**src/rtl/srmw_pkg.sv**
```systemverilog
// Shared types, constants and helper functions of the spectral whitener.
// Used by every module in the rtl folder but srmw_ram; depends on nothing.
`timescale 1ns / 1ps
`default_nettype none

package srmw_pkg;

    // Fixed field widths of the stream items.
    localparam int SAMPLE_WIDTH = 24;
    localparam int MAX_BINS     = 4096;
    localparam int CNT_W        = 13;
    localparam int IDX_W        = 12;
    localparam int CFG_W        = 13;
    localparam int HALF_W       = 6;
    localparam int CFG_ADDR_W   = 2;

    // Arithmetic widths.
    localparam int MAG_W     = 24;
    localparam int SQ_W      = 2 * SAMPLE_WIDTH;
    localparam int SUM_W     = 31;
    localparam int WIN_W     = 7;
    localparam int PROD_W    = 31;
    localparam int NUM_W     = 48;
    localparam int DEN_W     = SUM_W + 1;
    localparam int QUO_W     = 24;
    localparam int FRAC_BITS = 15;

    // Stream widths.
    localparam int S_DATA_W = 2 * SAMPLE_WIDTH;
    localparam int M_DATA_W = 64;

    // Register indexes of the configuration port.
    localparam logic [CFG_ADDR_W-1:0] REG_BIN_COUNT  = 2'd0;
    localparam logic [CFG_ADDR_W-1:0] REG_FIRST_BIN  = 2'd1;
    localparam logic [CFG_ADDR_W-1:0] REG_END_BIN    = 2'd2;
    localparam logic [CFG_ADDR_W-1:0] REG_HALF_WIDTH = 2'd3;

    // Sequencer states.
    typedef enum logic [4:0] {
        ST_IDLE,
        ST_SQ_RE,
        ST_SQ_IM,
        ST_SQRT_GO,
        ST_SQRT_WAIT,
        ST_WRITE,
        ST_CHECK,
        ST_SETUP,
        ST_SAMP,
        ST_SUM,
        ST_MUL_RE,
        ST_DGO_RE,
        ST_DWAIT_RE,
        ST_MUL_IM,
        ST_DGO_IM,
        ST_DWAIT_IM,
        ST_EMIT,
        ST_FINISH
    } state_t;

    // Status of the divider as seen by the sequencer.
    typedef struct packed {
        logic             done;
        logic             ovf;
        logic [QUO_W-1:0] quo;
    } div_stat_t;

    // Apply the sign and saturate a rounded quotient to signed Q8.15.
    function automatic logic [SAMPLE_WIDTH-1:0] saturate_part(
        input logic             neg,
        input logic             ovf,
        input logic [QUO_W-1:0] q
    );
        logic [SAMPLE_WIDTH-1:0] res;
        if (neg) begin
            if (ovf || q > QUO_W'(24'h800000)) begin
                res = 24'h800000;
            end else begin
                res = ~q + 24'd1;
            end
        end else begin
            if (ovf || q > QUO_W'(24'h7FFFFF)) begin
                res = 24'h7FFFFF;
            end else begin
                res = q;
            end
        end
        return res;
    endfunction

endpackage

`default_nettype wire

```
**src/rtl/srmw_sqrt.sv**
```systemverilog
// Iterative integer square root, two radicand bits per cycle.
// Depends on srmw_pkg for widths.
`timescale 1ns / 1ps
`default_nettype none

module srmw_sqrt (
    input  wire logic                        aclk,
    input  wire logic                        aresetn,
    input  wire logic                        start,
    input  wire logic [srmw_pkg::SQ_W-1:0]   radicand,
    output      logic                        done,
    output      logic [srmw_pkg::MAG_W-1:0]  root
);
    import srmw_pkg::*;

    localparam int STEP_W = $clog2(MAG_W);

    logic [SQ_W-1:0]    op_reg;
    logic [MAG_W+1:0]   rem_reg;
    logic [MAG_W-1:0]   root_reg;
    logic [STEP_W-1:0]  step_reg;
    logic               busy_reg;
    logic               done_reg;

    logic [MAG_W+3:0]   rem_sh;
    logic [MAG_W+3:0]   trial;
    logic               take;

    // One digit of the root: bring down two bits and try the next odd term.
    always_comb begin
        rem_sh = {rem_reg, op_reg[SQ_W-1 -: 2]};
        trial  = {2'b00, root_reg, 2'b01};
        take   = (rem_sh >= trial);
    end

    // Control of the iteration.
    always_ff @(posedge aclk) begin
        if (!aresetn) begin
            busy_reg <= 1'b0;
            done_reg <= 1'b0;
        end else begin
            done_reg <= 1'b0;
            if (start) begin
                busy_reg <= 1'b1;
            end else if (busy_reg && step_reg == '0) begin
                busy_reg <= 1'b0;
                done_reg <= 1'b1;
            end
        end
    end

    // Datapath of the iteration.
    always_ff @(posedge aclk) begin
        if (start) begin
            op_reg   <= radicand;
            rem_reg  <= '0;
            root_reg <= '0;
            step_reg <= STEP_W'(MAG_W - 1);
        end else if (busy_reg) begin
            op_reg   <= {op_reg[SQ_W-3:0], 2'b00};
            rem_reg  <= take ? (MAG_W+2)'(rem_sh - trial) : rem_sh[MAG_W+1:0];
            root_reg <= {root_reg[MAG_W-2:0], take};
            step_reg <= step_reg - STEP_W'(1);
        end
    end

    assign done = done_reg;
    assign root = root_reg;

endmodule

`default_nettype wire

```
**config.mk**
```make
export PLATFORM = sky130hd
export DESIGN_NAME = srmw_sqrt
export DESIGN_NICKNAME = d
export VERILOG_FILES = /design/src/rtl/srmw_pkg.sv /design/src/rtl/srmw_sqrt.sv
export SDC_FILE = /design/constraint.sdc
export NUM_CORES = 1
export LEC_CHECK = 0
export BUFFER_PORTS_ARGS = -buffer_cell sky130_fd_sc_hd__buf_2
export CORE_ASPECT_RATIO = 1.2
export CORE_MARGIN = 2
export CORE_UTILIZATION = 56
export CTS_BUF_LIST = sky130_fd_sc_hd__clkbuf_16
export DETAILED_ROUTE_END_ITERATION = 10
export HOLD_SLACK_MARGIN = 0.06
export PLACE_DENSITY_LB_ADDON = 0.08
export SKIP_LAST_GASP = 1
export SLEW_MARGIN = 20
export SYNTH_ARGS = -nofsm -noshare
export SYNTH_HDL_FRONTEND = slang
export SYNTH_SLANG_ARGS = --single-unit
```
**constraint.sdc**
```tcl
create_clock -name aclk -period 6.9 [get_ports aclk]
set_clock_uncertainty 0.15 [all_clocks]
set_input_delay 0.345 -clock aclk [delete_from_list [all_inputs] [get_ports aclk]]
set_output_delay 0.345 -clock aclk [all_outputs]
set_load 0.02 [all_outputs]
```
==> metrics.txt <==
Clock Latency Late Sink=0.35 ns; Num CTS Buffers=9; Slew Viols, Final=0; Synth Area in XOR/XNOR=3.26%; Synth Area in Simple Gates=11.6%; worst setup margin=3.25 ns; PortBufs=75; largest family of logic cells by synthesized area=multiplexers; first-pass GRT wire length=18300 um; Pre-antenna DRT Iters=4; Min-Delay Path Depth=2; CP Class=flop to flop; flop-to-flop setup slack=3.25 ns; Final setup violation count=0; ratio of cells with drive above 1 in the final layout=between 20% and 30%; Core ar.=0.00991 mm2; CP max-delay cell=a211oi_4; ys async rst share=0%; Worst Path Arrival=3.70 ns; number of flops mapped to enable cells by yosys=48; Die H=114 um; Synth Area in Compound Gates=14.3%; Fin. Hold Viols=0; Reg2Reg Depth=11; highest routed layer=met4; I/O pins=76; RSZ-0062 raised after global routing=no; post-synth net total=~600; slowest stage delay, CP=between 0.7 and 0.8 ns; CP max FO=20; CTS tree=done; Worst VDD drop=0.187 mV; Via density=5.68; max FFs per register=48; post-CTS sizing=0; Met1 Wirelength=around 4800 um; sequential area share after synthesis=between 40% and 50%; Post-DRT Antenna Nets=0; worst path required time=6.95 ns; commonest non-fill, non-tap cell in the layout=buf_2; RePlAce Congestion=~0.9; Syn. warnings=0; power density cells=408 mW/mm2; prevailing post-synth register cell=dfxtp_1; Worst Hold Path EP=op_reg[1]; vias in the first global route=4102; met3 wire length=426 um; Clk pin slew, worst setup/hold paths=around 0.070 ns; layout net count=679; Netlist Area Pre-Place=0.00564 mm2; Worst Hold Class=primary input to flop; CTS max path bufs=2; Final Cell Area=approximately 0.0064 mm2; worst slew pin tran=1.22 ns; max cap viols=0; worst r2r src=root[7]; Post-Route Setup TNS=0 ns; wire length on met2=5500 um; Crit. End Element=flop; Adder-Cell Fraction of Synth Area=~6%; reg2reg end=rem_reg[5]; drt initial violations=207; Die Wd=about 96 um; crit path launch type=flop; initial antenna violation count=0; most frequent cells in the layout=buf_2, nor2_1, dfxtp_1; post-synthesis cell type count=59; via count=between 4k and 5k; Max Fclk=between 200 and 300 MHz; cell-by-cell trace of the critical path=inv_1, ha_1, a21o_1, or2_0, o31ai_2, nand2_2, a211oi_4, buf_4, mux2_2, mux2i_1, nor2_1; DRC viols=0; Finished Core Util=64.8%; Ant. Diodes=0; Placed Area=0.00608 mm2; Rel. slew slack=a little under a fifth; Power, Total=0.00262 W; Area Growth Syn to Fin=13.8%; fin crit share=52.9%; routed len/inst=approximately 15 um; Die ar.=0.0109 mm2; wirelength, routed=between 10000 and 15000 um; total track usage=a little over a fifth; Layout fillers=836; Hold Path Origin=radicand[1]; P_leak=~2.7 nW; H-tree depth=3; pin count of the biggest net entering global routing=98; critical path startpoint=root[7]; root buf cell=clkbuf_16; Post-Syn Area per Cell=approximately 10 um2; Final HPWL DP=7630 um; post-place setup slack=3.25 ns; mux cell area share after synthesis=14.5%; Tmin final=3.65 ns; number of cells produced by synthesis=between 500 and 600; outcome=finished, final reports clean; row count=40; Starting Density=56.9%; Yosys reg bits=about 110; clock sink total=105; grt ovf=0
Yosys cell counts (all sizes together), types with 3 or more instances:
library cell / instances / area, um2
a211oi: 16 / 133
a21o: 7 / 52.6
a21oi: 24 / 120
a22o: 6 / 52.6
a31oi: 6 / 37.5
a32oi: 6 / 52.6
and2: 4 / 25.0
and3: 5 / 31.3
buf: 5 / 42.5
clkbuf: 24 / 90.1
dfxtp: 57 / 1140
edfxtp: 48 / 1440
ha: 27 / 338
inv: 33 / 124
mux2: 48 / 541
mux2i: 28 / 280
nand2: 22 / 87.6
nand2b: 9 / 56.3
nand3: 7 / 35.0
nand3b: 3 / 22.5
nand4: 5 / 31.3
nor2: 57 / 214
nor3: 8 / 50.1
nor3b: 3 / 22.5
o21a: 4 / 30.0
o21ai: 24 / 120
xnor2: 10 / 87.6
xor2: 11 / 96.3
through the flow:
step | hold slack [ns] | cells
6_report | 0.129 | 732
5_1_grt | 0.134 | 732
3_3_place_gp | 0.328 | 715
3_5_place_dp | 0.345 | 715
2_1_floorplan | 0.308 | 539
4_1_cts | 0.123 | 732
layout make-up:
cell class	instances	area (um2)	share of cell area, %
Inverter	33	124	1.93
Tap cell	126	158	2.46
Multi-Input combinational cell	372	2800	43.6
Clock buffer	9	225	3.51
Clock inverter	7	110	1.71
Timing Repair Buffer	80	418	6.51
Sequential cell	105	2580	40.2
cell families (layout without fill, tap and decap cells):
group / count (synthesis) / after routing
AND/OR/NAND/NOR: 133 / 133
AO/OA/AOI/OAI: 115 / 115
flip-flops: 105 / 105
multiplexers: 76 / 76
buffers and inverters: 62 / 129
adder cells (fa/ha/maj): 27 / 27
XOR/XNOR: 21 / 21
per-layer routing:
metal / vias to the layer above / track usage, %
met5: - / 0
met2: 81 / 36.7
li1: 2093 / -
met4: 0 / 10.2
met3: 21 / 2.97
met1: 1963 / 25.6
critical path: cells and delay by family (launching register included):
kind	cells	cell delay [ns]
AO/OA/AOI/OAI	3	1.27
adder cells (fa/ha/maj)	1	0.39
buffers and inverters	2	0.41
flip-flops	1	0.37
multiplexers	2	0.49
AND/OR/NAND/NOR	3	0.43
power breakdown:
part,switching (W),internal [W]
Combinational,0.000709,0.000549
Clock,0.000242,0.000325
Sequential,0.0000537,0.000741
Total,0.00101,0.00162
timing repair:
action	4_1_cts	5_1_grt
hold buffers	1	0
buffers inserted	0	0
endpoints found under the hold margin	1	0
worst max path at each step:
stage                            end  slack, ns  cells after the start
final                     rem_reg[5]       3.25                     11
after global routing      rem_reg[5]       3.04                     11
after CTS                 rem_reg[5]       3.25                     11
after detailed placement  rem_reg[5]       3.25                     11
after global placement    rem_reg[5]       3.32                     11
after floorplan           rem_reg[5]       3.93                     11
Power figures use the tool's default switching activity.
