File: src/rtl/srmw_ram.sv
// Generic single-write, single-read RAM with a registered read port.
// Stand-alone; holds the sample and magnitude delay lines.
`timescale 1ns / 1ps
`default_nettype none

module srmw_ram #(
    parameter int WIDTH = 8,
    parameter int DEPTH = 16
) (
    input  wire logic                     aclk,
    input  wire logic                     we,
    input  wire logic [$clog2(DEPTH)-1:0] waddr,
    input  wire logic [WIDTH-1:0]         wdata,
    input  wire logic                     re,
    input  wire logic [$clog2(DEPTH)-1:0] raddr,
    output      logic [WIDTH-1:0]         rdata
);

    logic [WIDTH-1:0] mem [DEPTH];

    // Write port and registered read port.
    always_ff @(posedge aclk) begin
        if (we) begin
            mem[waddr] <= wdata;
        end
        if (re) begin
            rdata <= mem[raddr];
        end
    end

endmodule

`default_nettype wire

File: config.mk
export PLATFORM = sky130hd
export DESIGN_NAME = srmw_ram
export DESIGN_NICKNAME = d
export VERILOG_FILES = /design/src/rtl/srmw_ram.sv
export SDC_FILE = /design/constraint.sdc
export NUM_CORES = 1
export LEC_CHECK = 0
export BUFFER_PORTS_ARGS = -buffer_cell sky130_fd_sc_hd__buf_2
export CORE_ASPECT_RATIO = 1.4
export CORE_MARGIN = 2
export CORE_UTILIZATION = 30
export DETAILED_ROUTE_END_ITERATION = 12
export GPL_TIMING_DRIVEN = 0
export SLEW_MARGIN = 20
export SYNTH_ARGS = -nofsm -noshare
export SYNTH_HDL_FRONTEND = slang
export SYNTH_SLANG_ARGS = --single-unit
File: constraint.sdc
create_clock -name aclk -period 2.4 [get_ports aclk]
set_input_delay 0.12 -clock aclk [delete_from_list [all_inputs] [get_ports aclk]]
set_output_delay 0.12 -clock aclk [all_outputs]
set_load 0.05 [all_outputs]
==> results of run 1 <==
[critical path, cell delays in order (launching register included)]
cell and delay (ns):
edfxtp_1 0.36, mux4_1 0.57, a22oi_1 0.31, nand2_1 0.09
[metal layers]
layer	up-vias	track usage, %	wire [µm]
met5	-	0	0
li1	1075	-	-
met1	1231	15.0	4070
met3	9	3.76	679
met2	74	19.1	5360
met4	0	4.87	174
[Yosys cell counts (all sizes together), types with 2 or more instances]
master and n:
nor2 13, nor3 4, clkdlybuf4s25 3, edfxtp 136, nand3b 2, mux4 32, nand2 9, buf 7
a22oi 16, nand2b 2
[power by group through the flow]
stage / logic, W / registers [W] / clock network, W
after global placement: 0.000289 / 0.00273 / 0
after floorplan: 0.000135 / 0.00278 / 0
after CTS: 0.000299 / 0.00269 / 0.00244
after global routing: 0.000316 / 0.00269 / 0.00253
final: 0.000294 / 0.00269 / 0.00239
after detailed placement: 0.000299 / 0.00274 / 0
[stage by stage]
stage | setup slack [ns] | instance area, µm² | std cells
after floorplan | 0.787 | 5230 | 229
after global placement | 0.169 | 5650 | 490
after detailed placement | 0.564 | 5670 | 490
after CTS | 0.786 | 6220 | 522
after global routing | 0.695 | 6220 | 522
final | 0.812 | 6220 | 522
[layout by cell type (no fill, tap or decap), types with 4 or more instances in the layout]
cell and n:
nand2_1 9, nor3_2 4, buf_2 28, nor2_1 13, edfxtp_1 136, clkinvlp_4 4, mux4_2 18, clkinv_2 4
clkbuf_16 17, a22oi_1 16, mux4_1 14
[kinds of logic (layout without fill, tap and decap cells)]
family	after synthesis	after routing	share of synthesized area (%)
flops	136	136	78.1
mux	32	32	14.8
simple gates	35	35	3.14
compound gates	16	16	2.30
buf+inv	10	67	1.65
[worst paths after layout]
path | to | slack (ns) | depth (start not counted)
worst min-delay path | rdata[1] | 0.06 | 1
worst max register to register | rdata[3] | 0.81 | 3
worst max-delay path | rdata[3] | 0.81 | 3
worst min register to register | rdata[3] | 0.76 | 3
[layout make-up]
type / instances / area, µm²
clock buffer: 17 / 425
fill: 1569 / 11000
tap: 236 / 295
buffer: 10 / 86.3
multi-input combinational: 83 / 1080
clock inverter: 15 / 128
timing repair buffer: 25 / 125
sequential: 136 / 4080
[flip-flops by register name (all words and copies together), names as in the netlist]
register  cells
rdata         8
mem         128
==> metrics.md, run 1 <==
| Metric | Value |
|---|---|
| Max transition margin | between 40 and 50% |
| IO Port Bufs | 25 |
| Pwr/cell area | 863 mW/mm² |
| Dominant cells by area after synthesis | edfxtp_1 78%, mux4_2 7.8%, mux4_1 7.0% |
| Worst-Margin Slew | 0.826 ns |
| Flops & latches, synth | roughly 140 |
| GR Util All Layers | 12.0% |
| Crit path max fanout | 1 |
| Ant diodes | 0 |
| RSZ-0062 raised after global routing | false |
| Flop pwr share | 50.1% |
| Drt first pass iters | 4 |
| Final hold slack | 0.0551 ns |
| Syn. warnings | 0 |
| Num CTS Buffers | 17 |
| Synth-to-Final Area Change | 19.0% |
| First-pass GRT wire length | ~15000 µm |
| Clock buffer depth | 2 |
| Register area share after synthesis | 78.1% |
| Mapped Cells | 229 |
| Drt wl/cell | 19.7 µm |
| Vias in the first global route | between 2000 and 3000 |
| Die Area | 0.0185 mm² |
| Die width | 116 µm |
| Max Cap Viol | 0 |
| # IOs | 27 |
| Routability cong. | 0.860 |
| Post-synth EDFFs | 136 |
| Starting Density | 30.4% |
| TritonCTS clock tree | done |
| Crit share post-route | between 60 and 70% |
| HP Class | in -> reg |
| Initial antenna violation count | 0 |
| Netlist Area Pre-Place | 0.00523 mm² |
| Vias | 2389 |
| Clock share of power | 44.5% |
| Synth area leader | edfxtp_1 |
| Final Core Density | a little over a third |
| Share of the synthesized area in the top cell type | 78.1% |
| Post-route ant nets | 0 |
| Total wire length | approximately 10000 µm |
| Critical path class | reg -> reg |
| Hold-fix buffers, CTS | 0 |
| Setup violators final | 0 |
| Leak Pwr | about 2.0 nW |
| Mapped Avg Cell Area | 22.8 µm² |
| Row count | 57 |
| Run status | completed |
| Detailed Place HPWL | 6690 µm |
| Top FF cell, synth | edfxtp_1 |
| Max Clock Skew | 0.00821 ns |
| Net Switching | 0.00117 W |
| Critical Path AT | between 1.5 and 2 ns |
| CORE AREA | 0.0172 mm² |
| Crit path capture type | register |
| Clock Sinks | 136 |
| Htree depth | 4 |
| Total power | 0.00537 W |
| Syn Nets | 248 |
| Hold Vio Cnt, Final | 0 |
| F_max | 630 MHz |
| Clk_lat worst skew | 0.41 ns |
| Setup bufs post-CTS | 0 |
| Reg clk slew, reported paths | 0.06 ns |
| Combinational Power Share | 5.5% |
| Largest net degree at the start of global routing | 17 |
| Die Y | 160 µm |
| Critical R2R Launch | mem[1][3] |
| Setup TNS | 0 ns |
| DR iter-0 viols | 297 |
| Asr flop ratio synth | 0% |
| Minimum clock period | roughly 1.6 ns |
| Crit. Startpoint | mem[1][3] |
| CTS resizes | 0 |
| Max-slew violations | 0 |
| Layout cells sized above 1 | 31.1% |
| Yosys cell types | 18 |
| Root Buffer | clkbuf_16 |
| Hold Crit Start | re |
| GR Overflow Total | 0 |
| Critical Path RT | 2.55 ns |
| DRC | 0 |
| Pint | 0.00420 W |
| Sw Share | between 20% and 30% |
| Crit path launch type | register |
| Final Net Count | 292 |
| Worst vdd ir | 0.000472 V |
| Via-to-Cell Ratio | 4.58 |
Note: power is estimated with default switching activity, not from simulation.
==> run 2, diff against run 1 <==
--- a/config.mk
+++ b/config.mk
@@ -5,6 +5,7 @@
 export SDC_FILE = /design/constraint.sdc
 export NUM_CORES = 1
 export LEC_CHECK = 0
+export ABC_AREA = 1
 export BUFFER_PORTS_ARGS = -buffer_cell sky130_fd_sc_hd__buf_2
 export CORE_ASPECT_RATIO = 1.4
 export CORE_MARGIN = 2
==> constraint.sdc (replaced) <==
create_clock -name aclk -period 1.6 [get_ports aclk]
set_input_delay 0.08 -clock aclk [delete_from_list [all_inputs] [get_ports aclk]]
set_output_delay 0.08 -clock aclk [all_outputs]
set_load 0.05 [all_outputs]
==> run 2 against run 1 <==
Compared with the run above:
- synthesized cell count is 140% higher
- via count is 59% higher
- wire length is 35% higher
- maximum frequency is 36% higher
- die area is 11% higher
- first-iteration DRC count is 9.8% lower
- cell area is 10% higher
- register-to-register slack worse by 0.38 ns
- hold slack better by 0.036 ns
- area after synthesis is 12% higher
- highest routed layer unchanged
==> metrics.md, run 2 <==
| Metric | Value |
|---|---|
| Run status | completed |
| Final Net Count | 613 |
| Minimum clock period | 1.17 ns |
| Root Buffer | clkbuf_16 |
| Met3 usage | 2.45% |
| TritonCTS clock tree | done |
| Share of the synthesized area in the top cell type | between 60% and 70% |
| Initial antenna violation count | 0 |
| Critical Path AT | 1.33 ns |
| Htree depth | 4 |
| Crit. Startpoint | mem[15][3] |
| Most flop-heavy register | mem |
| GR Overflow Total | 0 |
| Via-to-Cell Ratio | between 4 and 5 |
| HP Class | in -> reg |
| Max Cap Viol | 0 |
| Drt wl/cell | 16.3 µm |
| Mapped Avg Cell Area | 10.6 µm² |
| CORE AREA | between 0.015 and 0.02 mm² |
| Max Clock Skew | 0.00571 ns |
| First-pass GRT wire length | 21200 µm |
| Crit share post-route | 73.0% |
| Hold-fix buffers, CTS | 1 |
| Critical R2R Launch | mem[15][3] |
| Yosys cell types | 11 |
| IO Port Bufs | 23 |
| Pwr/cell area | 1210 mW/mm² |
| Post-synth EDFFs | 136 |
| Critical path class | reg -> reg |
| Worst path most repeated cell | nand3_1 |
| Worst vdd ir | 0.000804 V |
| RSZ-0062 raised after global routing | false |
| Synth area leader | edfxtp_1 |
| Drt first pass iters | 5 |
| Setup bufs post-CTS | 0 |
| CP peak stage delay | 0.37 ns |
| Setup TNS | 0 ns |
| Asr flop ratio synth | 0% |
| Max-slew violations | 0 |
| GR met2 Demand/Resource | 25.0% |
| Post-route ant nets | 0 |
| End of the worst register-to-register path | rdata[3] |
| Detailed Place HPWL | approximately 9500 µm |
| Most frequent cells in the layout | 173 x nand2_1, 136 x edfxtp_1, 100 x inv_1 |
| Largest register FFs | 128 |
| Reg clk slew, reported paths | about 0.060 ns |
| Max transition margin | 40.2% |
| CTS resizes | 0 |
| Critical Path End | rdata[3] |
| DRC | 0 |
| Largest regs | mem (128), rdata (8) |
| Placement Setup Slack | 0.0443 ns |
| Most common cell after layout, fill and taps aside | nand2_1 |
| Clock Sinks | 136 |
| Syn Nets | between 500 and 600 |
| Leak Pwr | 2.89 nW |
| Crit path max fanout | 1 |
| Clk_lat worst skew | approximately 0.42 ns |
| Die Area | 0.0206 mm² |
| Critical Path RT | 1.76 ns |
| Crit path capture type | register |
| Die Y | 169 µm |
| Clock buffer depth | 2 |
| DR iter-0 viols | 268 |
| CP cell instances | inv_1, nand2_1, nand3_1, nand3_1, nand3_1, nand2_1 |
| Register area share after synthesis | 69.8% |
| Most numerous cell in the Yosys netlist | nand2_1 |
| Synth-to-Final Area Change | 17.0% |
| Largest net degree at the start of global routing | 17 |
| Slowest cell on the critical path | edfxtp_1 |
| Hold Vio Cnt, Final | 0 |
| Dominant cells by area after synthesis | edfxtp_1 70%, nand2_1 11%, nand3_1 8.3% |
| Netlist Area Pre-Place | 0.00585 mm² |
| F_max | approximately 860 MHz |
| GR Util All Layers | approximately 14% |
| Vias | 3809 |
| Die width | 122 µm |
| Crit path launch type | register |
| Vias in the first global route | ~3700 |
| FF-to-FF path depth | 6 |
| Setup violators final | 0 |
| Flops & latches, synth | 136 |
| Syn. warnings | 0 |
| List of most frequent post-synthesis cells | 173 x nand2_1, 136 x edfxtp_1, 100 x inv_1, 97 x nand3_1, 17 x nor2_1 |
| Ant diodes | 0 |
| Met1 Usage GRT | between 10% and 20% |
| Num CTS Buffers | 17 |
| Starting Density | 30.5% |
| Mapped Cells | 551 |
| Layout cells sized above 1 | 13.0% |
| R2R setup slack | approximately 0.43 ns |
| Top FF cell, synth | edfxtp_1 |
| Total wire length | about 14000 µm |
| Routability cong. | 0.884 |
| GRT busiest layer | met2 |
| # IOs | 27 |
| PnR worst setup slack | 0.432 ns |
| Row count | 60 |
| Worst-Margin Slew | 0.894 ns |
-- run 2: logic make-up after synthesis --
kind of cell | share of synthesized area (%)
buffers and inverters | 9.39
DFF | 69.8
and+or+nand+nor | 20.8
-- run 2: metrics by stage --
stage	cell area [µm²]	std cells	util (%)	hold WS [ns]	power, W
after floorplan	5850	551	-	0.179	0.00445
after global placement	6270	822	32.8	0.412	0.00467
after detailed placement	6270	822	32.8	0.412	0.00468
after CTS	6840	855	35.7	0.0830	0.00831
after global routing	6840	855	35.7	0.0912	0.00851
final	6840	855	35.7	0.0908	0.00827
-- run 2: per-layer routing --
layer,wire (µm),vias up
met1,5650,1783
li1,-,1876
met2,7150,117
met5,0,-
met3,662,33
met4,435,0
-- run 2: critical path, delay by kind of cell, from the launching register on --
| family | cells | cell delay (ns) |
|---|---|---|
| buf+inv | 1 | 0.07 |
| flops | 1 | 0.37 |
| simple gates | 5 | 0.47 |
-- run 2: worst min path at each step --
stage / startpoint / end / slack [ns] / cells past startpoint
6_report: wdata[4] / mem[7][4] / 0.09 / 1
5_1_grt: wdata[6] / mem[13][6] / 0.09 / 1
4_1_cts: wdata[6] / mem[13][6] / 0.08 / 1
3_5_place_dp: re / rdata[3] / 0.41 / 1
3_3_place_gp: re / rdata[0] / 0.41 / 1
2_1_floorplan: wdata[0] / mem[0][0] / 0.18 / 0
-- run 2: where the power goes --
part	total [W]	switching (W)	internal (W)
clock network	0.00367	0.00162	0.00205
registers	0.00403	0.0000168	0.00401
logic	0.000573	0.000422	0.000152
total	0.00827	0.00206	0.00621
-- run 2: layout make-up --
class                           instances  area, µm²
Fill cell                            1881      12300
Sequential cell                       136       4080
Clock buffer                           18        429
Buffer                                 24        166
Tap cell                              248        310
Timing Repair Buffer                   24        125
Inverter                              102        383
Multi-Input combinational cell        289       1210
Clock inverter                         14        130
==> run 3, diff against run 2 <==
--- a/config.mk
+++ b/config.mk
@@ -5,7 +5,7 @@
 export SDC_FILE = /design/constraint.sdc
 export NUM_CORES = 1
 export LEC_CHECK = 0
-export ABC_AREA = 1
+export ABC_AREA = 0
 export BUFFER_PORTS_ARGS = -buffer_cell sky130_fd_sc_hd__buf_2
 export CORE_ASPECT_RATIO = 1.4
 export CORE_MARGIN = 2
==> constraint.sdc (replaced) <==
create_clock -name aclk -period 1.15 [get_ports aclk]
set_input_delay 0.0575 -clock aclk [delete_from_list [all_inputs] [get_ports aclk]]
set_output_delay 0.0575 -clock aclk [all_outputs]
set_load 0.05 [all_outputs]
==> run 3 against run 2 <==
Compared with the run above:
- the flow now finishes with violations (setup timing)
- largest cell class unchanged
- flip-flop and latch count is the same
- cell area shrank 7.0%
- clock power grew 60%
- critical path depth shrank 3
- via count shrank 37%
- combinational power grew 14%
- total power grew 47%
- sequential power grew 39%
- die area shrank 10%
- first-iteration DRC count shrank 45%
==> metrics.md, run 3 (synthesis gave the netlist of run 1 again) <==
| Metric | Value |
|---|---|
| Max-slew violations | 0 |
| Num CTS Buffers | 17 |
| Worst vdd ir | around 0.0011 V |
| Die width | 116 µm |
| Most flop-heavy register | mem |
| Largest register FFs | 128 |
| Run status | complete, but fails checks |
| Clk_lat worst skew | 0.41 ns |
| Synth-to-Final Area Change | 21.7% |
| Largest regs | mem (128), rdata (8) |
| Htree depth | 4 |
| Initial antenna violation count | 0 |
| PnR worst setup slack | -0.345 ns |
| Row count | 57 |
| Starting Density | 30.4% |
| Hold Crit Start | wdata[6] |
| CORE AREA | roughly 0.017 mm² |
| Minimum clock period | between 1 and 1.5 ns |
| Max transition margin | 45.2% |
| Setup bufs post-CTS | 0 |
| # IOs | 27 |
| Setup TNS | -2.34 ns |
| Worst-Margin Slew | 0.818 ns |
| Max Clock Skew | ~0.0045 ns |
| Layout cells sized above 1 | 40.1% |
| Routability cong. | 0.721 |
| Critical Path RT | around 1.3 ns |
| Drt wl/cell | 19.3 µm |
| Max Cap Viol | 0 |
| Crit path launch type | register |
| GR Util All Layers | 11.9% |
| Final hold slack | 0.0345 ns |
| Most common cell after layout, fill and taps aside | edfxtp_1 |
| DR iter-0 viols | 147 |
| Vias in the first global route | 2594 |
| Top delay family on crit path | multiplexers |
| F_max | between 600 and 700 MHz |
| R2R setup slack | -0.35 ns |
| Crit path capture type | register |
| Die Y | 160 µm |
| Ant diodes | 0 |
| HP Class | in -> reg |
| Root Buffer | clkbuf_16 |
| Final Core Density | 37.0% |
| IO Port Bufs | 25 |
| Vias | 2393 |
| Critical path class | reg -> reg |
| Most frequent cells in the layout | 136 x edfxtp_1, 32 x mux4_2, 28 x buf_2 |
| Setup violators final | 8 |
| GR Overflow Total | 0 |
| RSZ-0062 raised after global routing | true |
| Crit share post-route | 130% |
| Final Net Count | 293 |
| Post-route ant nets | 0 |
| Total power | 0.0121 W |
| Crit path buf inv count | 0 |
| Critical Path AT | around 1.7 ns |
| Via-to-Cell Ratio | 4.58 |
| Die Area | 0.0185 mm² |
| Total wire length | 10100 µm |
| Leak Pwr | 2.03 nW |
| Reg clk slew, reported paths | 0.06 ns |
| Fillers | between 1500 and 2000 |
| Crit path max fanout | 1 |
| Drt first pass iters | 4 |
| DRC | 0 |
| CP cell instances | mux4_2, a22oi_2, nand2_1 |
| CP peak stage delay | 0.52 ns |
| Hold Vio Cnt, Final | 0 |
| Violated checks | setup timing |
| Pwr/cell area | 1910 mW/mm² |
| End of the worst register-to-register path | rdata[3] |
| Clock buffer depth | 2 |
| Largest net degree at the start of global routing | 17 |
| Critical R2R Launch | mem[7][3] |
| FF-to-FF path depth | 3 |
| Detailed Place HPWL | 6790 µm |
| Clock Sinks | 136 |
| Hold endpoint | mem[6][6] |
| Hold path cells | 1 |
| First-pass GRT wire length | 15400 µm |
| Slowest cell on the critical path | mux4_2 |
| TritonCTS clock tree | done |
-- run 3: final cells by class --
class	count	area [µm²]	share of cell area [%]
flip-flops and latches	136	4080	64.2
multi-input cells	83	1080	16.9
clock buffers	17	425	6.69
well taps	236	295	4.64
clock inverters	15	225	3.54
repair buffers	26	135	2.12
plain buffers	10	120	1.89
-- run 3: report_power, final --
part           total (W)  internal, W  switching, W
Sequential       0.00561      0.00559     0.0000245
Clock            0.00587      0.00385       0.00201
Combinational   0.000655     0.000247      0.000408
-- run 3: worst max-delay path by stage --
stage | to | from | cells past startpoint | slack [ns]
global route | rdata[0] | mem[7][0] | 3 | -0.35
finish | rdata[3] | mem[7][3] | 3 | -0.35
floorplan | rdata[0] | mem[3][0] | 3 | -0.12
global placement | rdata[0] | raddr[1] | 5 | -0.49
detailed placement | rdata[0] | raddr[1] | 5 | -0.50
CTS | rdata[0] | mem[3][0] | 3 | -0.35
-- run 3: what timing repair did --
item                                    4_1_cts  5_1_grt
endpoints found under the setup margin        8       16
hold buffers                                  1        0
resized for setup                             4        4
pin swaps                                     0        1
hold endpoints to repair                      8        0
-- run 3: per-stage QoR --
stage / cell area [µm²] / std cells / setup slack (ns)
6_report: 6360 / 523 / -0.345
5_1_grt: 6360 / 523 / -0.352
4_1_cts: 6350 / 523 / -0.353
3_5_place_dp: 5670 / 490 / -0.495
3_3_place_gp: 5670 / 490 / -0.493
2_1_floorplan: 5250 / 229 / -0.116
-- run 3: layer usage --
metal	track usage, %	wire length (µm)	vias to the layer above
met5	0	0	-
met4	5.31	226	0
met3	3.30	419	14
met2	20.1	5580	69
met1	13.8	3880	1257
li1	-	-	1053
-- run 3: worst register-to-register path, stage by stage, from the launching register on --
cell      delay, ns
edfxtp_1       0.39
mux4_2         0.52
a22oi_2        0.26
nand2_1        0.08
