### src/rtl/srmw_pkg.sv
// Shared types, constants and helper functions of the spectral whitener.
// Used by every module in the rtl folder but srmw_ram; depends on nothing.
`timescale 1ns / 1ps
`default_nettype none

package srmw_pkg;

    // Fixed field widths of the stream items.
    localparam int SAMPLE_WIDTH = 24;
    localparam int MAX_BINS     = 4096;
    localparam int CNT_W        = 13;
    localparam int IDX_W        = 12;
    localparam int CFG_W        = 13;
    localparam int HALF_W       = 6;
    localparam int CFG_ADDR_W   = 2;

    // Arithmetic widths.
    localparam int MAG_W     = 24;
    localparam int SQ_W      = 2 * SAMPLE_WIDTH;
    localparam int SUM_W     = 31;
    localparam int WIN_W     = 7;
    localparam int PROD_W    = 31;
    localparam int NUM_W     = 48;
    localparam int DEN_W     = SUM_W + 1;
    localparam int QUO_W     = 24;
    localparam int FRAC_BITS = 15;

    // Stream widths.
    localparam int S_DATA_W = 2 * SAMPLE_WIDTH;
    localparam int M_DATA_W = 64;

    // Register indexes of the configuration port.
    localparam logic [CFG_ADDR_W-1:0] REG_BIN_COUNT  = 2'd0;
    localparam logic [CFG_ADDR_W-1:0] REG_FIRST_BIN  = 2'd1;
    localparam logic [CFG_ADDR_W-1:0] REG_END_BIN    = 2'd2;
    localparam logic [CFG_ADDR_W-1:0] REG_HALF_WIDTH = 2'd3;

    // Sequencer states.
    typedef enum logic [4:0] {
        ST_IDLE,
        ST_SQ_RE,
        ST_SQ_IM,
        ST_SQRT_GO,
        ST_SQRT_WAIT,
        ST_WRITE,
        ST_CHECK,
        ST_SETUP,
        ST_SAMP,
        ST_SUM,
        ST_MUL_RE,
        ST_DGO_RE,
        ST_DWAIT_RE,
        ST_MUL_IM,
        ST_DGO_IM,
        ST_DWAIT_IM,
        ST_EMIT,
        ST_FINISH
    } state_t;

    // Status of the divider as seen by the sequencer.
    typedef struct packed {
        logic             done;
        logic             ovf;
        logic [QUO_W-1:0] quo;
    } div_stat_t;

    // Apply the sign and saturate a rounded quotient to signed Q8.15.
    function automatic logic [SAMPLE_WIDTH-1:0] saturate_part(
        input logic             neg,
        input logic             ovf,
        input logic [QUO_W-1:0] q
    );
        logic [SAMPLE_WIDTH-1:0] res;
        if (neg) begin
            if (ovf || q > QUO_W'(24'h800000)) begin
                res = 24'h800000;
            end else begin
                res = ~q + 24'd1;
            end
        end else begin
            if (ovf || q > QUO_W'(24'h7FFFFF)) begin
                res = 24'h7FFFFF;
            end else begin
                res = q;
            end
        end
        return res;
    endfunction

endpackage

`default_nettype wire

### src/rtl/srmw_div.sv
// Iterative restoring divider, one quotient bit per cycle, with overflow check.
// Depends on srmw_pkg for widths and the status struct.
`timescale 1ns / 1ps
`default_nettype none

module srmw_div (
    input  wire logic                        aclk,
    input  wire logic                        aresetn,
    input  wire logic                        start,
    input  wire logic [srmw_pkg::NUM_W-1:0]  num,
    input  wire logic [srmw_pkg::DEN_W-1:0]  den,
    output      srmw_pkg::div_stat_t         stat
);
    import srmw_pkg::*;

    localparam int STEP_W = $clog2(QUO_W);
    localparam int WIDE_W = DEN_W + QUO_W;

    logic [DEN_W-1:0]  den_reg;
    logic [DEN_W-1:0]  rem_reg;
    logic [QUO_W-1:0]  low_reg;
    logic [QUO_W-1:0]  quo_reg;
    logic              ovf_reg;
    logic [STEP_W-1:0] step_reg;
    logic              busy_reg;
    logic              done_reg;

    logic [DEN_W:0]    rem_sh;
    logic              take;

    // Shift in the next dividend bit and try a subtraction.
    always_comb begin
        rem_sh = {rem_reg, low_reg[QUO_W-1]};
        take   = (rem_sh >= {1'b0, den_reg});
    end

    // Control of the iteration.
    always_ff @(posedge aclk) begin
        if (!aresetn) begin
            busy_reg <= 1'b0;
            done_reg <= 1'b0;
        end else begin
            done_reg <= 1'b0;
            if (start) begin
                busy_reg <= 1'b1;
            end else if (busy_reg && step_reg == '0) begin
                busy_reg <= 1'b0;
                done_reg <= 1'b1;
            end
        end
    end

    // Datapath: the quotient overflows when num reaches den times 2^QUO_W.
    always_ff @(posedge aclk) begin
        if (start) begin
            den_reg  <= den;
            rem_reg  <= DEN_W'(num[NUM_W-1:QUO_W]);
            low_reg  <= num[QUO_W-1:0];
            quo_reg  <= '0;
            ovf_reg  <= (WIDE_W'(num) >= {den, {QUO_W{1'b0}}});
            step_reg <= STEP_W'(QUO_W - 1);
        end else if (busy_reg) begin
            rem_reg  <= take ? DEN_W'(rem_sh - {1'b0, den_reg}) : rem_sh[DEN_W-1:0];
            low_reg  <= {low_reg[QUO_W-2:0], 1'b0};
            quo_reg  <= {quo_reg[QUO_W-2:0], take};
            step_reg <= step_reg - STEP_W'(1);
        end
    end

    assign stat.done = done_reg;
    assign stat.ovf  = ovf_reg;
    assign stat.quo  = quo_reg;

endmodule

`default_nettype wire

### config.mk
export PLATFORM = sky130hd
export DESIGN_NAME = srmw_div
export DESIGN_NICKNAME = d
export VERILOG_FILES = /design/src/rtl/srmw_pkg.sv /design/src/rtl/srmw_div.sv
export SDC_FILE = /design/constraint.sdc
export NUM_CORES = 1
export LEC_CHECK = 0
export BUFFER_PORTS_ARGS = -buffer_cell sky130_fd_sc_hd__buf_2
export CORE_ASPECT_RATIO = 0.7
export CORE_MARGIN = 2
export CORE_UTILIZATION = 55
export DETAILED_ROUTE_END_ITERATION = 10
export PLACE_DENSITY = 0.77
export SLEW_MARGIN = 0
export SYNTH_ARGS = -nofsm -noshare
export SYNTH_HDL_FRONTEND = slang
export SYNTH_SLANG_ARGS = --single-unit
### constraint.sdc
create_clock -name aclk -period 4.3 [get_ports aclk]
set_input_delay 0.43 -clock aclk [delete_from_list [all_inputs] [get_ports aclk]]
set_output_delay 0.43 -clock aclk [all_outputs]
set_load 0.05 [all_outputs]
==> results.cfg, run 1 <==
[grt]
grt_pass1_vias = 5354
grt_max_degree = 72
grt_pass1_wl_um = 25500
grt.total_usage_pct = 22.6
antenna_found_initial = 0
grt_remaining_overflow = 0

[clock_tree]
ctsResizeCount = 0
clock-sinks = 120
numCtsBuffers = 17
cts_setup_buffers = 0
postCtsHoldBufs = 0
clock_path_buffers = 2
htree_num_levels = 4
clock_latency_ns = 0.41
cts_tree = built
cts-root-buf = clkbuf_16
clk_pin_slew_ns = 0.06

[outcome]
outcome = complete, no violations

[setup_path]
reg2reg_slack_ns = 0.85
worstPathArrival_ns = 3.59
end_kind = flip-flop
reg2reg_depth = 12
critPathKind = reg2reg
path_max_fanout = 31
r2r-end = rem_reg[3]
start_kind = flip-flop
reg2reg_from = rem_reg[2]
required_ns = 4.44

[routing]
vias = 5612
drt_iter0_markers = 314
drc_errors = 0
avgViaCountPerCell = 5.66
totalWireLength_um = 15500
ant_nets = 0
wl_per_cell_um = 15.6
firstDrtPassIters = 4

[synth]
syn_avg_cell_area_um2 = 10.2
synthTopCellsByArea = edfxtp_1 (33%), dfxtp_1 (11%), ha_1 (9.8%)
synth_cell_types = 57
syn-num-nets = 851
ys.flop_type = edfxtp_1
yosysSeqAreaShare_pct = 44.2
synth-edff-count = 81
yosysTopAreaCell = edfxtp_1
synth_warnings = 0
async_reset_ff_share_pct = 0
synth_top_cell_area_share_pct = 33.5
synth_seq_cells = 120
synth_area_um2 = 7270
syn_inst = 710

[floorplanning]
die_area_um2 = 14200
initial_core_util_pct = 55.7
die_width_um = 141
die_h_um = 100
ioPinCount = 109
core-area_um2 = 13100
rows = 35

[sta]
finalSetupViolations = 0
tightestPinTransition_ns = 0.820
slew_headroom_pct = 45.3
rsz0062_at_grt = no
fin_skew_ns = 0.0100
hold_violations = 0
final_max_slew_viol_count = 0
fin_crit_ns = 3.45
fin_setup_tns_ns = 0
fmax_mhz = 290
fin_crit_sh_pct = 80.3

[hold_path]
min_path_type = in2reg
whs_path_depth = 1
holdPathEnd = den_reg[21]
min_from = den[21]

[place]
placed_area_um2 = 7890
place_hpwl_um = 11400
gp_routability_congestion = 0.964
io_buffers = 108

[power]
ir_drop_mv = 0.319
p_leak_nw = 3.85
powerDensity_nw_per_um2 = 421

[run]
cap_violations = 0

[cells_and_area]
fillCellCount = 1073
antennaDiodeCount = 0
syn2layout_area_growth_pct = 16.6
layout-drive-gt1-share_pct = 24.2
finalNetCount = 954
design_area_um2 = 8470
[synthesized netlist by cell type, types with 19 or more instances]
cell,count
edfxtp_1,81
ha_1,57
o21ai_1,24
a21oi_1,41
nor2_1,51
dfxtp_1,39
nand2_1,45
mux2_2,42
inv_1,68
a21o_1,19
mux2i_1,26
o21ai_0,25
[through the flow]
stage                     power [W]  setup slack [ns]  utilization (%)  std cells  hold WS, ns
after floorplan             0.00197              1.47                -        710        0.437
after global placement      0.00214             0.952             60.5        960        0.471
after detailed placement    0.00217             0.878             60.5        960        0.472
after CTS                   0.00358             0.862             64.9        992        0.189
after global routing        0.00373             0.547             64.9        992        0.186
final                       0.00356             0.849             64.9        992        0.203
[logic make-up (layout without fill, tap and decap cells)]
| family | Yosys count | count (layout) | synth area share [%] |
|---|---|---|---|
| compound gates | 158 | 158 | 13.7 |
| xor+xnor | 30 | 30 | 3.62 |
| fa+ha+maj | 58 | 58 | 10.1 |
| buf+inv | 98 | 214 | 5.87 |
| flops | 120 | 120 | 44.2 |
| mux | 69 | 69 | 10.3 |
| simple gates | 177 | 177 | 12.2 |
[worst max-delay path, cell delays in order (launching register included)]
cell and delay [ns]:
edfxtp_1 0.41, ha_1 0.37, a21oi_1 0.20, nor2b_1 0.20, a211o_1 0.18, nand4b_1 0.09, a211o_2 0.35, a31oi_1 0.18
o21a_2 0.54, buf_4 0.31, nor2_1 0.07, a211oi_1 0.22, a21oi_1 0.06
[layout by cell type (no fill, tap or decap), drive strengths merged, types with 4 or more instances in the layout]
cell type	netlist	layout
edfxtp	81	81
nor3	4	4
inv	68	79
nand2b	11	11
dfxtp	39	39
a31oi	7	7
buf	17	114
mux2	43	43
o31ai	5	5
nor4	8	8
a21oi	43	43
nor2	51	51
clkbuf	13	19
and3	9	9
a211oi	8	8
xnor2	17	17
ha	57	57
nand2	45	45
nor2b	15	15
a21o	19	19
and4	4	4
o21ai	49	49
nand3	6	6
o21a	4	4
mux2i	26	26
nand4	11	11
xor2	13	13
o21bai	6	6
[area by class of cell]
class	count	area (um^2)	share of cell area, %
Tap cell	166	208	2.45
Inverter	68	255	3.01
Clock buffer	19	464	5.48
Multi-Input combinational cell	492	3630	42.8
Sequential cell	120	3210	37.9
Clock inverter	13	116	1.37
Timing Repair Buffer	114	588	6.94
[layer usage]
layer | vias to the layer above | GRT usage, % | routed length [um]
li1 | 2772 | - | -
met1 | 2681 | 31.7 | 7450
met2 | 148 | 35.3 | 7090
met3 | 11 | 5.68 | 831
met4 | 0 | 5.62 | 117
met5 | - | 0 | 0
[where the power goes]
| part | internal, W | switching (W) | total (W) | leakage [nW] |
|---|---|---|---|---|
| registers | 0.00134 | 0.0000373 | 0.00137 | 1.12 |
| logic | 0.000338 | 0.000445 | 0.000783 | 2.44 |
| clock network | 0.000813 | 0.000595 | 0.00141 | 0.290 |
[how the worst max path moves through the flow]
stage	start	end	slack (ns)	cells after the start
detailed placement	rem_reg[7]	rem_reg[3]	0.88	12
finish	rem_reg[2]	rem_reg[3]	0.85	12
global placement	rem_reg[2]	rem_reg[3]	0.95	12
CTS	rem_reg[7]	rem_reg[3]	0.86	12
global route	rem_reg[2]	rem_reg[3]	0.55	12
floorplan	rem_reg[14]	rem_reg[12]	1.47	11
(Power assumes the default switching activity.)
==> inputs of run 2 (changes only) <==
clock period = 3.4 ns   (was 4.3 ns; I/O delays follow)
==> run 2 against run 1 <==
Against the previous run:
- setup slack worse by 0.58 ns
- non-clock buffer count is 2 higher
- routed wire length rose by 2.5%
- combinational power is 28% higher
- critical path type unchanged
- sequential power is 27% higher
- register-to-register slack lost 0.58 ns
- die area stayed put
==> results.cfg, run 2 (same netlist as run 1, synthesis figures left out) <==
[clock_tree]
clock_latency_ns = 0.43
ctsResizeCount = 0
numCtsBuffers = 17
clk_pin_slew_ns = 0.06
cts_setup_buffers = 0
clock-sinks = 120
cts-root-buf = clkbuf_16
htree_num_levels = 4
cts_tree = built
postCtsHoldBufs = 0
clock_path_buffers = 2

[setup_path]
start_kind = flip-flop
path_cells = ha_1, a21oi_1, o21ai_0, or3_1, o21ai_1, nor2_1, a41oi_2, o21ai_1, a221oi_1, xor2_1, o21ai_0
critPathKind = reg2reg
required_ns = 3.70
path_max_fanout = 6
path_depth = 11
timing.critical_path.slowest_cell_delay_ns = 0.41
end_kind = flip-flop
worst-path-buf-inv = 0
crit_slowest_cell = edfxtp_1
crit_family = compound AO/OA/AOI/OAI gates
worstPathArrival_ns = 3.43
reg2reg_depth = 11

[sta]
rsz0062_at_grt = no
fin_crit_sh_pct = 92.1
hold_violations = 0
tightestPinTransition_ns = 0.729
fin_crit_ns = 3.13
slew_headroom_pct = 51.4
finalSetupViolations = 0
fin_setup_tns_ns = 0
fmax_mhz = 319
final_max_slew_viol_count = 0
fin_skew_ns = 0.0149

[routing]
firstDrtPassIters = 6
top_layer = met4
wl_met3_um = 999
totalWireLength_um = 15900
drt_iter0_markers = 341
wl_per_cell_um = 16.0
ant_nets = 0
vias = 5634
avgViaCountPerCell = 5.67
wl_met1_um = 7510
drc_errors = 0
wl_met2_um = 7060

[cells_and_area]
layout-drive-gt1-share_pct = 24.4
mostFrequentLayoutCell = buf_2
syn2layout_area_growth_pct = 17.0
antennaDiodeCount = 0
layout_common_cells = buf_2 (107), edfxtp_1 (81), inv_1 (67)
instances_no_fill = 994
design_area_um2 = 8500
finalNetCount = 956

[power]
p_switching_w = 0.00135
clock_power_share_pct = 39.3
ir_drop_mv = 0.349
p_leak_nw = 3.87
p_int_w = 0.00317
powerDensity_nw_per_um2 = 531
power_frac_seq_pct = 38.6
swShare_pct = 29.8
comb_power_share_pct = 22.2
finalPower_w = 0.00451

[grt]
grt.total_usage_pct = 23.3
grt_pass1_vias = 5536
grt_remaining_overflow = 0
grt_max_degree = 64
antenna_found_initial = 0
grt_pass1_wl_um = 26100

[place]
gp_routability_congestion = 0.944
dp_cells = 961
io_buffers = 108
place_hpwl_um = 11400
placed_area_um2 = 7910

[outcome]
outcome = complete, no violations

[run]
cap_violations = 0

[floorplanning]
ioPinCount = 109
die_h_um = 100
rows = 35
die_width_um = 141
initial_core_util_pct = 55.7
core-area_um2 = 13100
die_area_um2 = 14200

[hold_path]
min_path_type = in2reg
whs_path_depth = 1
==> run 2: changes by cell type in the layout (fill, tap and decap cells not counted), sizes merged <==
| cell | before | now |
|---|---|---|
| inv | 79 | 76 |
| buf | 114 | 116 |
| clkinv | 2 | 4 |
| clkbuf | 19 | 20 |
==> run 2: final cells by class <==
class / instances / area (um^2)
fill: 1034 / 4550
multi-input combinational: 492 / 3630
sequential: 120 / 3210
timing repair buffer: 116 / 616
clock buffer: 20 / 480
inverter: 68 / 255
tap: 166 / 208
clock inverter: 12 / 100
==> run 2: metrics by stage <==
stage                     hold slack (ns)  utilization [%]  worst slack (ns)
after global routing               0.0993             65.1            0.0767
after global placement              0.460             60.6             0.309
after detailed placement            0.455             60.6             0.256
after floorplan                     0.437                -             0.568
final                               0.108             65.1             0.270
after CTS                          0.0938             65.1             0.215
==> run 2: final timing paths <==
kind / to / slack (ns) / from
worst max-delay path: rem_reg[27] / 0.27 / rem_reg[9]
worst min-delay path: den_reg[6] / 0.11 / den[6]
worst max register to register: rem_reg[27] / 0.27 / rem_reg[9]
worst min register to register: rem_reg[31] / 0.47 / rem_reg[31]
==> run 2: power groups by stage <==
| stage | clock (W) | sequential, W | combinational (W) |
|---|---|---|---|
| global route | 0.00186 | 0.00175 | 0.00112 |
| floorplan | 0 | 0.00176 | 0.000742 |
| CTS | 0.00180 | 0.00174 | 0.000992 |
| finish | 0.00177 | 0.00174 | 0.00100 |
| detailed placement | 0 | 0.00177 | 0.000981 |
| global placement | 0 | 0.00176 | 0.000952 |
==> run 2: layer usage <==
metal	vias up	global-route usage [%]
met2	168	35.8
met3	24	6.06
met5	-	0
met4	0	9.31
li1	2775	-
met1	2667	31.8
==> inputs of run 3 (changes only) <==
==> constraint.sdc (replaced) <==
create_clock -name aclk -period 3.6 [get_ports aclk]
set_input_delay 0.36 -clock aclk [delete_from_list [all_inputs] [get_ports aclk]]
set_output_delay 0.36 -clock aclk [all_outputs]
set_load 0.02 [all_outputs]
==> run 3 against run 2 <==
Against the previous run:
- final cell count down 0.30%
- global-route usage up 0.21 points
- clock skew down 0.0071 ns
- routed wire length down 1.2%
- register-to-register slack better by 0.05 ns
- core utilization up 0.13 points
==> results.cfg, run 3 (same netlist as run 1, synthesis figures left out) <==
[outcome]
outcome = complete, no violations

[grt]
grt_remaining_overflow = 0
grt_pass1_wl_um = 26500
grt_max_degree = 122
grt_pass1_vias = 5549
grt.total_usage_pct = 23.5
antenna_found_initial = 0

[routing]
avgViaCountPerCell = 5.56
totalWireLength_um = 15700
wl_met2_um = 7290
wl_per_cell_um = 15.8
top_layer = met4
drt_iter0_markers = 302
wl_met3_um = 761
drc_errors = 0
ant_nets = 0
vias = 5513
firstDrtPassIters = 5
wl_met1_um = 7510

[floorplanning]
ioPinCount = 109
initial_core_util_pct = 55.7
die_width_um = 141
die_h_um = 100
core-area_um2 = 13100
rows = 35
die_area_um2 = 14200

[clock_tree]
cts_setup_buffers = 0
cts-root-buf = clkbuf_16
postCtsHoldBufs = 0
clock-sinks = 120
clock_path_buffers = 2
clock_latency_ns = 0.41
htree_num_levels = 4
numCtsBuffers = 17
clk_pin_slew_ns = 0.06
cts_tree = built
ctsResizeCount = 0

[cells_and_area]
post-route-util_pct = 65.3
layout-drive-gt1-share_pct = 24.1
antennaDiodeCount = 0
regArea_um2 = 3210
fillCellCount = 1019
layout_common_cells = buf_2 (107), edfxtp_1 (81), inv_1 (67)
mostFrequentLayoutCell = buf_2
multiInputGateArea_um2 = 3630
finalNetCount = 953
syn2layout_area_growth_pct = 17.2

[setup_path]
startpoint = rem_reg[18]
crit_family = compound AO/OA/AOI/OAI gates
reg2reg_slack_ns = 0.32
required_ns = 3.76
worstPathArrival_ns = 3.44
path_max_fanout = 38
reg2reg_from = rem_reg[18]
r2r-end = rem_reg[5]
end_kind = flip-flop
critPathKind = reg2reg
start_kind = flip-flop
crit_slowest_cell = edfxtp_1
timing.critical_path.slowest_cell_delay_ns = 0.40
worst-path-buf-inv = 1
path_cells = ha_1, and3_1, nand2_1, o21bai_1, a21oi_1, a211o_2, a31oi_1, o21a_2, buf_12, o31ai_1, mux2_2
reg2reg_depth = 11

[sta]
fin_crit_sh_pct = 91.2
slew_headroom_pct = 56.5
tightestPinTransition_ns = 0.649
rsz0062_at_grt = no
fin_skew_ns = 0.00777
fin_setup_tns_ns = 0
finalSetupViolations = 0
fin_crit_ns = 3.28
hold_violations = 0
final_max_slew_viol_count = 0
fmax_mhz = 305

[hold_path]
holdPathEnd = den_reg[28]
min_path_type = in2reg
min_from = den[28]
whs_path_depth = 1

[run]
cap_violations = 0

[place]
io_buffers = 108
place_hpwl_um = 11300
gp_routability_congestion = 0.909

[power]
powerDensity_nw_per_um2 = 504
ir_drop_mv = 0.316
p_leak_nw = 3.87
[run 3: cell count changes in the layout (fill, tap and decap cells not counted)]
cell / delta
inv_4: -2
inv_8: -1
buf_4: -4
clkbuf_16: +1
clkbuf_8: +1
clkinv_4: +1
clkbuf_2: -1
buf_12: +1
inv_6: +1
[run 3: layer usage]
layer  vias up  global-route usage, %
met1      2616                   31.8
met5         -                      0
met4         0                   6.15
met2       119                   38.1
met3         9                   6.11
li1       2769                      -
[run 3: per-stage QoR]
step                      hold slack (ns)  setup slack [ns]  total power [W]  area, um^2  instances
after floorplan                     0.437             0.768          0.00235        7270        710
after global placement              0.460             0.425          0.00256        7910        959
after detailed placement            0.470             0.388          0.00259        7910        959
after CTS                           0.121             0.324          0.00433        8520        991
after global routing                0.118            0.0693          0.00451        8520        991
final                               0.139             0.318          0.00430        8520        991
[run 3: worst max path at each step]
stage / cells past startpoint / end
3_3_place_gp: 12 / rem_reg[3]
3_5_place_dp: 11 / rem_reg[5]
2_1_floorplan: 11 / rem_reg[12]
4_1_cts: 11 / rem_reg[5]
6_report: 11 / rem_reg[5]
5_1_grt: 12 / rem_reg[3]
[run 3: worst reg2reg max path: stages (launching register included)]
cell	delay, ns
edfxtp_1	0.40
ha_1	0.39
and3_1	0.31
nand2_1	0.13
o21bai_1	0.11
a21oi_1	0.08
a211o_2	0.39
a31oi_1	0.19
o21a_2	0.38
buf_12	0.25
o31ai_1	0.13
mux2_2	0.28
[run 3: final cells by class]
cell class              instances  share of cell area (%)
multi-input cells             492                    42.6
flip-flops and latches        120                    37.7
repair buffers                113                    7.11
clock buffers                  21                    6.04
inverters                      68                    3.00
well taps                     166                    2.44
clock inverters                11                    1.10
[run 3: power breakdown]
group	switching, W	internal [W]	leakage (nW)
combinational	0.000529	0.000406	2.44
sequential	0.0000464	0.00160	1.12
clock	0.000678	0.00104	0.302
total	0.00125	0.00304	3.87
